<file path="config.mk">
export PLATFORM = sky130hd
export DESIGN_NAME = icmp_echo_responder_flat
export DESIGN_NICKNAME = d
export VERILOG_FILES = /design/src/rtl/ier_pkg.sv /design/src/rtl/ier_intf.sv /design/src/rtl/icmp_echo_responder.sv /design/src/rtl/ier_cell.sv /design/src/rtl/ier_chain.sv /design/src/rtl/ier_judge.sv /design/src/flat_wrapper.sv
export SDC_FILE = /design/constraint.sdc
export NUM_CORES = 1
export LEC_CHECK = 0
export BUFFER_PORTS_ARGS = -buffer_cell sky130_fd_sc_hd__clkbuf_2
export CORE_MARGIN = 8
export CORE_UTILIZATION = 55
export CTS_CLUSTER_SIZE = 20
export DETAILED_ROUTE_END_ITERATION = 12
export PLACE_DENSITY = 0.68
export REMOVE_ABC_BUFFERS = 1
export SLEW_MARGIN = 10
export SYNTH_ARGS = -nofsm -noshare
export SYNTH_HDL_FRONTEND = slang
export SYNTH_SLANG_ARGS = --single-unit
</file>
<file path="constraint.sdc">
create_clock -name clk -period 13.1 [get_ports clk]
set_clock_uncertainty 0.1 [all_clocks]
set_input_delay 3.275 -clock clk [delete_from_list [all_inputs] [get_ports clk]]
set_output_delay 3.275 -clock clk [all_outputs]
set_load 0.01 [all_outputs]
</file>
<file path="src/rtl/ier_pkg.sv">
// ----------------------------------------------------------------------------
// ier_pkg
// Shared constants, types and helpers for the ICMP echo responder.
// ----------------------------------------------------------------------------
package ier_pkg;

  localparam int HDR_LEN = 42;
  localparam int MAC_LEN = 6;
  localparam int CNT_W   = 6;

  localparam logic [15:0] ETYPE_IPV4      = 16'h0800;
  localparam logic [7:0]  PROTO_ICMP      = 8'd1;
  localparam logic [7:0]  ICMP_TYPE_REQ   = 8'd8;
  localparam logic [7:0]  ICMP_TYPE_REPLY = 8'd0;

  // verdict codes
  localparam logic [1:0] VERDICT_PASS = 2'd0;
  localparam logic [1:0] VERDICT_DROP = 2'd1;
  localparam logic [1:0] VERDICT_TX   = 2'd2;

  // header byte positions
  localparam int IDX_ETYPE_HI  = 12;
  localparam int IDX_ETYPE_LO  = 13;
  localparam int IDX_PROTO     = 23;
  localparam int IDX_SRC_IP    = 26;
  localparam int IDX_DST_IP    = 30;
  localparam int IDX_ICMP_TYPE = 34;
  localparam int IDX_CK_HI     = 36;
  localparam int IDX_CK_LO     = 37;
  localparam int IP_ALEN       = 4;

  // minimum lengths for each stage of the verdict
  localparam int MIN_ETH = 14;
  localparam int MIN_IP  = 34;

  typedef logic [HDR_LEN-1:0][7:0] hdr_vec_t;

  typedef struct packed {
    logic [7:0] etype_hi;
    logic [7:0] etype_lo;
    logic [7:0] proto;
    logic [7:0] icmp_type;
    logic [7:0] ck_hi;
    logic [7:0] ck_lo;
  } hdr_fields_t;

  typedef struct packed {
    logic [1:0]  verdict;
    logic [15:0] ck_new;
  } judge_t;

  typedef struct packed {
    logic shift_en;
    logic load_en;
  } chain_ctrl_t;

  // Source header byte for output byte j of an echo reply (address swaps).
  function automatic int src_of(input int j);
    int s;
    s = j;
    if (j < MAC_LEN)
      s = j + MAC_LEN;
    else if (j < 2 * MAC_LEN)
      s = j - MAC_LEN;
    else if (j >= IDX_SRC_IP && j < IDX_DST_IP)
      s = j + IP_ALEN;
    else if (j >= IDX_DST_IP && j < IDX_DST_IP + IP_ALEN)
      s = j - IP_ALEN;
    return s;
  endfunction

endpackage

</file>
<file path="src/rtl/ier_intf.sv">
// ----------------------------------------------------------------------------
// ier_intf
// Valid/ready channels of the ICMP echo responder: frame bytes in and out.
// ----------------------------------------------------------------------------
interface ier_in_if;
  logic       valid;
  logic       ready;
  logic [7:0] data_byte;
  logic       frame_end;

  modport source(output valid, data_byte, frame_end, input ready);
  modport sink(input valid, data_byte, frame_end, output ready);
endinterface

interface ier_out_if;
  logic       valid;
  logic       ready;
  logic [7:0] out_byte;
  logic       out_end;
  logic [1:0] verdict;

  modport source(output valid, out_byte, out_end, verdict, input ready);
  modport sink(input valid, out_byte, out_end, verdict, output ready);
endinterface

</file>
<file path="src/rtl/icmp_echo_responder.sv">
// Sequence: a header is filled, judged, aligned by shifts and drained before
//   the next frame is taken; bytes past the 42nd stream at one per cycle
//   while the output is not stalled.
// Reset: synchronous, active low; returns to header fill with an empty
//   output register. The header cells are not reset.
// ----------------------------------------------------------------------------
// icmp_echo_responder
// Buffers the first 42 bytes of an Ethernet frame in a chain of byte cells,
// judges it (pass, drop or echo reply) and emits the bytes with the verdict,
// rewriting an ICMP echo request into an echo reply in place.
// ----------------------------------------------------------------------------
module icmp_echo_responder
  import ier_pkg::*;
(
  input  logic         clk,
  input  logic         rst_n,
  ier_in_if.sink       in_ch,
  ier_out_if.source    out_ch
);

  // Sequencer states
  localparam logic [2:0] ST_FILL   = 3'd0; // header bytes shift into the chain
  localparam logic [2:0] ST_JUDGE  = 3'd1; // verdict, in-place reply rewrite
  localparam logic [2:0] ST_ALIGN  = 3'd2; // short header: move byte 0 to the top
  localparam logic [2:0] ST_DRAIN  = 3'd3; // header out of the top cell
  localparam logic [2:0] ST_STREAM = 3'd4; // rest of a long frame passes through

  logic [2:0]       state_r, state_nxt;
  logic [CNT_W-1:0] cnt_r, cnt_nxt;       // held header bytes
  logic [CNT_W-1:0] skip_r, skip_nxt;     // align shifts still to go
  logic             last_r, last_nxt;     // header ended the frame
  logic [1:0]       verdict_r, verdict_nxt;
  hdr_fields_t      fields_r, fields_nxt;

  logic [7:0]       out_byte_r, out_byte_nxt;
  logic             out_end_r, out_end_nxt;
  logic [1:0]       out_verdict_r, out_verdict_nxt;
  logic             out_valid_r, out_valid_nxt;

  logic             in_xfer;
  logic             out_free;
  chain_ctrl_t      chain_ctrl;
  hdr_vec_t         cells;
  hdr_vec_t         load_vec;
  judge_t           jres;

  assign out_free = !out_valid_r || out_ch.ready;

  // Input is taken while filling the header, and while streaming when the
  // output register can take the byte.
  assign in_ch.ready = (state_r == ST_FILL) || ((state_r == ST_STREAM) && out_free);
  assign in_xfer     = in_ch.valid && in_ch.ready;

  ier_judge u_judge (
    .n   (cnt_r),
    .f   (fields_r),
    .res (jres)
  );

  // Echo reply rewrite. With a full header, byte j sits in cell HDR_LEN-1-j.
  genvar j;
  generate
    for (j = 0; j < HDR_LEN; j++) begin : g_rw
      localparam int Src = src_of(j);
      if (j == IDX_ICMP_TYPE) begin : g_type
        assign load_vec[HDR_LEN-1-j] = ICMP_TYPE_REPLY;
      end else if (j == IDX_CK_HI) begin : g_ckh
        assign load_vec[HDR_LEN-1-j] = jres.ck_new[15:8];
      end else if (j == IDX_CK_LO) begin : g_ckl
        assign load_vec[HDR_LEN-1-j] = jres.ck_new[7:0];
      end else begin : g_move
        assign load_vec[HDR_LEN-1-j] = cells[HDR_LEN-1-Src];
      end
    end
  endgenerate

  ier_chain u_chain (
    .clk      (clk),
    .ctrl     (chain_ctrl),
    .shift_in (in_ch.data_byte),
    .load_vec (load_vec),
    .cells    (cells)
  );

  always_comb begin
    state_nxt       = state_r;
    cnt_nxt         = cnt_r;
    skip_nxt        = skip_r;
    last_nxt        = last_r;
    verdict_nxt     = verdict_r;
    fields_nxt      = fields_r;
    out_byte_nxt    = out_byte_r;
    out_end_nxt     = out_end_r;
    out_verdict_nxt = out_verdict_r;
    out_valid_nxt   = out_valid_r && !out_ch.ready;
    chain_ctrl      = '0;

    unique case (state_r)
      ST_FILL: begin
        if (in_xfer) begin
          chain_ctrl.shift_en = 1'b1;
          // capture the fields the verdict and checksum need
          if (cnt_r == CNT_W'(IDX_ETYPE_HI))  fields_nxt.etype_hi  = in_ch.data_byte;
          if (cnt_r == CNT_W'(IDX_ETYPE_LO))  fields_nxt.etype_lo  = in_ch.data_byte;
          if (cnt_r == CNT_W'(IDX_PROTO))     fields_nxt.proto     = in_ch.data_byte;
          if (cnt_r == CNT_W'(IDX_ICMP_TYPE)) fields_nxt.icmp_type = in_ch.data_byte;
          if (cnt_r == CNT_W'(IDX_CK_HI))     fields_nxt.ck_hi     = in_ch.data_byte;
          if (cnt_r == CNT_W'(IDX_CK_LO))     fields_nxt.ck_lo     = in_ch.data_byte;
          cnt_nxt = cnt_r + 1'b1;
          if (in_ch.frame_end || (cnt_r == CNT_W'(HDR_LEN - 1))) begin
            last_nxt  = in_ch.frame_end;
            state_nxt = ST_JUDGE;
          end
        end
      end

      ST_JUDGE: begin
        verdict_nxt        = jres.verdict;
        // a transmit verdict implies a full header, so the layout is fixed
        chain_ctrl.load_en = (jres.verdict == VERDICT_TX);
        skip_nxt           = CNT_W'(HDR_LEN) - cnt_r;
        state_nxt          = (cnt_r == CNT_W'(HDR_LEN)) ? ST_DRAIN : ST_ALIGN;
      end

      ST_ALIGN: begin
        chain_ctrl.shift_en = 1'b1;
        skip_nxt            = skip_r - 1'b1;
        if (skip_r == CNT_W'(1)) state_nxt = ST_DRAIN;
      end

      ST_DRAIN: begin
        if (out_free) begin
          chain_ctrl.shift_en = 1'b1;
          out_valid_nxt       = 1'b1;
          out_byte_nxt        = cells[HDR_LEN-1];
          out_end_nxt         = last_r && (cnt_r == CNT_W'(1));
          out_verdict_nxt     = verdict_r;
          cnt_nxt             = cnt_r - 1'b1;
          if (cnt_r == CNT_W'(1)) begin
            state_nxt = last_r ? ST_FILL : ST_STREAM;
            if (last_r) verdict_nxt = VERDICT_PASS;
          end
        end
      end

      ST_STREAM: begin
        if (in_xfer) begin
          out_valid_nxt   = 1'b1;
          out_byte_nxt    = in_ch.data_byte;
          out_end_nxt     = in_ch.frame_end;
          out_verdict_nxt = verdict_r;
          if (in_ch.frame_end) begin
            verdict_nxt = VERDICT_PASS;
            state_nxt   = ST_FILL;
          end
        end
      end

      default: begin
        state_nxt = ST_FILL;
      end
    endcase
  end

  always_ff @(posedge clk) begin
    if (!rst_n) begin
      state_r     <= ST_FILL;
      cnt_r       <= '0;
      skip_r      <= '0;
      last_r      <= 1'b0;
      verdict_r   <= VERDICT_PASS;
      out_valid_r <= 1'b0;
    end else begin
      state_r     <= state_nxt;
      cnt_r       <= cnt_nxt;
      skip_r      <= skip_nxt;
      last_r      <= last_nxt;
      verdict_r   <= verdict_nxt;
      out_valid_r <= out_valid_nxt;
    end
  end

  // payload registers, no reset
  always_ff @(posedge clk) begin
    fields_r      <= fields_nxt;
    out_byte_r    <= out_byte_nxt;
    out_end_r     <= out_end_nxt;
    out_verdict_r <= out_verdict_nxt;
  end

  assign out_ch.valid    = out_valid_r;
  assign out_ch.out_byte = out_byte_r;
  assign out_ch.out_end  = out_end_r;
  assign out_ch.verdict  = out_verdict_r;

endmodule

</file>
<file path="src/rtl/ier_cell.sv">
// ----------------------------------------------------------------------------
// ier_cell
// One byte cell of the header chain: parallel load or shift from neighbor.
// ----------------------------------------------------------------------------
module ier_cell
  import ier_pkg::*;
(
  input  logic        clk,
  input  chain_ctrl_t ctrl,
  input  logic [7:0]  shift_in,
  input  logic [7:0]  load_val,
  output logic [7:0]  q
);

  logic [7:0] q_r;

  always_ff @(posedge clk) begin
    if (ctrl.load_en) begin
      q_r <= load_val;
    end else if (ctrl.shift_en) begin
      q_r <= shift_in;
    end
  end

  assign q = q_r;

endmodule

</file>
<file path="src/rtl/ier_chain.sv">
// ----------------------------------------------------------------------------
// ier_chain
// Row of header cells. Bytes enter at cell 0 and move toward the top cell.
// ----------------------------------------------------------------------------
module ier_chain
  import ier_pkg::*;
(
  input  logic        clk,
  input  chain_ctrl_t ctrl,
  input  logic [7:0]  shift_in,
  input  hdr_vec_t    load_vec,
  output hdr_vec_t    cells
);

  genvar k;
  generate
    for (k = 0; k < HDR_LEN; k++) begin : g_cell
      if (k == 0) begin : g_head
        ier_cell u_cell (
          .clk      (clk),
          .ctrl     (ctrl),
          .shift_in (shift_in),
          .load_val (load_vec[k]),
          .q        (cells[k])
        );
      end else begin : g_body
        ier_cell u_cell (
          .clk      (clk),
          .ctrl     (ctrl),
          .shift_in (cells[k-1]),
          .load_val (load_vec[k]),
          .q        (cells[k])
        );
      end
    end
  endgenerate

endmodule

</file>
<file path="src/rtl/ier_judge.sv">
// ----------------------------------------------------------------------------
// ier_judge
// Frame verdict from held length and captured header fields, plus the
// incrementally updated ICMP checksum for an echo reply.
// ----------------------------------------------------------------------------
module ier_judge
  import ier_pkg::*;
(
  input  logic [CNT_W-1:0] n,
  input  hdr_fields_t      f,
  output judge_t           res
);

  logic [16:0] sum1;
  logic [15:0] sum2;

  always_comb begin
    priority if (n < CNT_W'(MIN_ETH))                res.verdict = VERDICT_DROP;
    else if ({f.etype_hi, f.etype_lo} != ETYPE_IPV4) res.verdict = VERDICT_PASS;
    else if (n < CNT_W'(MIN_IP))                     res.verdict = VERDICT_DROP;
    else if (f.proto != PROTO_ICMP)                  res.verdict = VERDICT_PASS;
    else if (n < CNT_W'(HDR_LEN))                    res.verdict = VERDICT_DROP;
    else if (f.icmp_type != ICMP_TYPE_REQ)           res.verdict = VERDICT_PASS;
    else                                             res.verdict = VERDICT_TX;
  end

  // ~sum + ~old + new, end-around carry, complement. The new word is zero.
  always_comb begin
    sum1 = {1'b0, ~{f.ck_hi, f.ck_lo}} + {1'b0, ~{ICMP_TYPE_REQ, 8'h00}};
    sum2 = sum1[15:0] + {15'd0, sum1[16]};
    res.ck_new = ~(sum2 + {ICMP_TYPE_REPLY, 8'h00});
  end

endmodule

</file>
<file path="src/flat_wrapper.sv">
// flat-port wrapper written by rule: the top's interface ports become plain ports
module icmp_echo_responder_flat import ier_pkg::*;
  (clk, rst_n, in_ch_valid, in_ch_data_byte, in_ch_frame_end, in_ch_ready, out_ch_valid, out_ch_out_byte, out_ch_out_end, out_ch_verdict, out_ch_ready);
  ier_in_if in_ch_i ();
  ier_out_if out_ch_i ();
  input  logic clk;
  input  logic rst_n;
  input wire logic [$bits(in_ch_i.valid)-1:0] in_ch_valid;
  input wire logic [$bits(in_ch_i.data_byte)-1:0] in_ch_data_byte;
  input wire logic [$bits(in_ch_i.frame_end)-1:0] in_ch_frame_end;
  output wire logic [$bits(in_ch_i.ready)-1:0] in_ch_ready;
  output wire logic [$bits(out_ch_i.valid)-1:0] out_ch_valid;
  output wire logic [$bits(out_ch_i.out_byte)-1:0] out_ch_out_byte;
  output wire logic [$bits(out_ch_i.out_end)-1:0] out_ch_out_end;
  output wire logic [$bits(out_ch_i.verdict)-1:0] out_ch_verdict;
  input wire logic [$bits(out_ch_i.ready)-1:0] out_ch_ready;
  assign in_ch_i.valid = in_ch_valid;
  assign in_ch_i.data_byte = in_ch_data_byte;
  assign in_ch_i.frame_end = in_ch_frame_end;
  assign in_ch_ready = in_ch_i.ready;
  assign out_ch_valid = out_ch_i.valid;
  assign out_ch_out_byte = out_ch_i.out_byte;
  assign out_ch_out_end = out_ch_i.out_end;
  assign out_ch_verdict = out_ch_i.verdict;
  assign out_ch_i.ready = out_ch_ready;
  icmp_echo_responder u_core (.clk(clk), .rst_n(rst_n), .in_ch(in_ch_i), .out_ch(out_ch_i));
endmodule
</file>
==> flow_summary.toml <==
[status]
status = "finished, final reports clean"

[synthesis]
synth_cells = 1280
synth.cell_area_sq_um = 16280
synthTopCellsByCount = "nand2_1, edfxtp_1, clkbuf_1, nor2_1, o21ai_0"
ys.flop_type = "edfxtp_1"
synth_top_family_by_area = "simple AND/OR/NAND/NOR gates"
ys_ff_latch = 414
synth_compound_gate_area_share_pct = 3.512
synth_top_area_cell = "edfxtp_1"
ys_seq_area_share_pct = 74.69
syn_avg_cell_area_sq_um = 12.72
yosysWarningCount = 0
synth-adder-area-share_pct = 0.7684
synth_simple_gate_area_share_pct = 16.61
synth_edf_count = 387
synth_top_area_share_pct = 71.37
synthArstFlopShare_pct = 0
synthMuxAreaShare_pct = 0.8145
synth_cell_types = 57
synth-xor-area-share_pct = 1.775
ys_top_cells_by_area = "edfxtp_1, nand2_1, dfxtp_1, xnor2_1, o21ai_0"
synth.most_common_cell = "nand2_1"

[drt]
first_pass_iters = 5
ant_nets = 0
drt_wl_total_um = 27000
route.detailed.drc = 0
first_iter_violations = 801
wl_per_cell_um = 15.71
viasPerCell = 5.265
vias = 9051

[power_and_ir_drop]
power_frac_comb_pct = 9.8
p_seq_share_pct = 56.7
power.switching_w = 0.0008800
p_sw_share_pct = 23.91
p_leak_nw = 6.823
internal_power_w = 0.002801
p_clk_share_pct = 33.5
peakVddDrop_v = 0.0001418
p_per_area_nw_per_um2 = 202.6

[clock_network]
root_buffer = "clkbuf_16"
clk_latency_ns = 0.53
clockBufferDepth = 3
cts_hold_buf = 0
clkSlewWorstSetupHoldPaths_ns = 0.06
post_cts_resize_count = 0
cts_buffers = 42
cts_tree = "yes"
clkSinkCount = 414
cts_setup_buffers = 0
cts_max_level = 2

[layout]
syn2layout_area_growth_pct = 11.60
nNetsFinal = 1322
drive_gt1_share_pct = 8.954
layout.cells.non_filler = 1719
nFillCells = 2239
multiInputGateArea_sq_um = 3860
antennaDiodeCount = 0
regArea_sq_um = 12160

[hold_path]
hp-class = "reg2reg"
hold_start = "u_core.u_chain.g_cell[2].g_body.u_cell.q[1]$_DFFE_PP_"

[setup_path]
worstReg2RegStart = "u_core.state_r[0]$_SDFFE_PN0P_"
cp_data_required_time_ns = 9.72
regToRegSetupSlack_ns = 8.28
crit_fanout = 3
cp-start-kind = "primary input"
cp-end-kind = "output pin"
crit_start = "out_ch_ready"
critPathKind = "in2out"
arrival_ns = 3.81

[sta]
slew_violations = 0
final.min_clock_period_ns = 7.188
setup_viol = 0
rsz0062_at_grt = "false"
period_share_pct = 54.87
max-slew-margin-rel_pct = 22.72
tns_ns = 0
hold_violations = 0
tightest_slew_ns = 1.159
fmax_mhz = 139.1

[global_routing]
busiest_layer = "met2"
grt_util_met3_pct = 2.600
antenna_found_initial = 0
overflow = 0
met2_usage_pct = 23.41
grt.total_usage_pct = 15.23
grt_max_degree = 118
grt_pass1_wl_um = 44480
grt_pass1_vias = 8741
gr-usage-met1_pct = 22.03

[floorplanning]
rows = 63
num_io_pins = 26
start_util_pct = 55.38
core_sq_um = 29400
dieArea_sq_um = 35370
die_w_um = 188.1
die_h_um = 188.1

[placement]
gp_congestion = 0.8355
numPortBuffers = 25
placed_cells = 1645
post-dp-hpwl_um = 15650

[job]
drv_cap = 0
-- cells in the final DEF, fill, tap and decap left out, drive strengths merged, types with 7 or more instances in the layout --
cell type and n:
nand2 529, edfxtp 387, clkbuf 73, nor2 35
o21ai 34, xnor2 27, dfxtp 27, a21oi 23
clkinv 16, nand3 14, inv 10, and2 10
mux2 10, ha 10, buf 9, bufinv 8
nor4 8, nor2b 7, nand4 7
-- path summary, 6_finish.rpt --
| path | cells past startpoint | to |
|---|---|---|
| hold / removal | 0 | u_core.u_chain.g_cell[3].g_body.u_cell.q[1]$_DFFE_PP_ |
| setup / recovery | 4 | in_ch_ready |
| hold reg to reg | 0 | u_core.u_chain.g_cell[3].g_body.u_cell.q[1]$_DFFE_PP_ |
| setup reg to reg | 8 | u_core.u_chain.g_cell[8].g_body.u_cell.q[3]$_DFFE_PP_ |
-- area by class of cell --
type                    count  area share (%)
inverters                  10          0.2066
flip-flops and latches    414           66.93
repair buffers             34           1.060
well taps                 390           2.685
clock inverters            26           1.859
clock buffers              48           6.018
multi-input cells         797           21.24
-- worst max-delay path, stage by stage --
cell and delay [ns]:
clkbuf_2 0.09, nor2b_1 0.06, a211oi_1 0.23, clkbuf_2 0.17
-- flip-flops by register name, indices dropped and copies added, names as in the netlist, 2 cells and up --
name                                   flops
u_core.u_chain.g_cell.g_body.u_cell.q    328
u_core.out_ch.out_byte                     8
u_core.fields_r                           48
u_core.out_ch.verdict                      2
u_core.state_r                             3
u_core.verdict_r                           2
u_core.skip_r                              6
u_core.u_chain.g_cell.g_head.u_cell.q      8
u_core.cnt_r                               6
-- metal layers --
layer  routed length [um]  vias to the layer above
li1                     -                     4498
met1                13190                     4355
met2                12200                      154
met3                 1097                       44
met4                  520                        0
met5                    0                        -
-- power by group through the flow --
stage	Clock, W	Sequential [W]	Combinational (W)
2_1_floorplan	0	0.00211	0.000269
3_3_place_gp	0	0.00210	0.000356
3_5_place_dp	0	0.00211	0.000368
4_1_cts	0.00126	0.00209	0.000370
5_1_grt	0.00131	0.00213	0.000422
6_report	0.00123	0.00209	0.000361
-- cells by family (layout without fill, tap and decap cells) --
kind of cell / after synthesis / in the layout
multiplexers: 12 / 12
AO/OA/AOI/OAI: 91 / 91
buffers and inverters: 69 / 118
XOR/XNOR: 33 / 33
AND/OR/NAND/NOR: 651 / 651
flip-flops: 414 / 414
adder cells (fa/ha/maj): 10 / 10
-- per-stage QoR --
step                hold slack, ns  cell area [sq um]  utilization, %  setup WS, ns  total power, W
floorplan                   0.3003              16020               -        0.9444        0.002382
global placement            0.3013              16740           56.93         5.898        0.002458
detailed placement          0.3045              16740           56.93         5.899        0.002478
CTS                         0.3104              18170           61.80         5.896        0.003722
global route                0.3182              18170           61.80         5.846        0.003860
finish                      0.3126              18170           61.80         5.912        0.003681
Power figures use the tool's default switching activity.
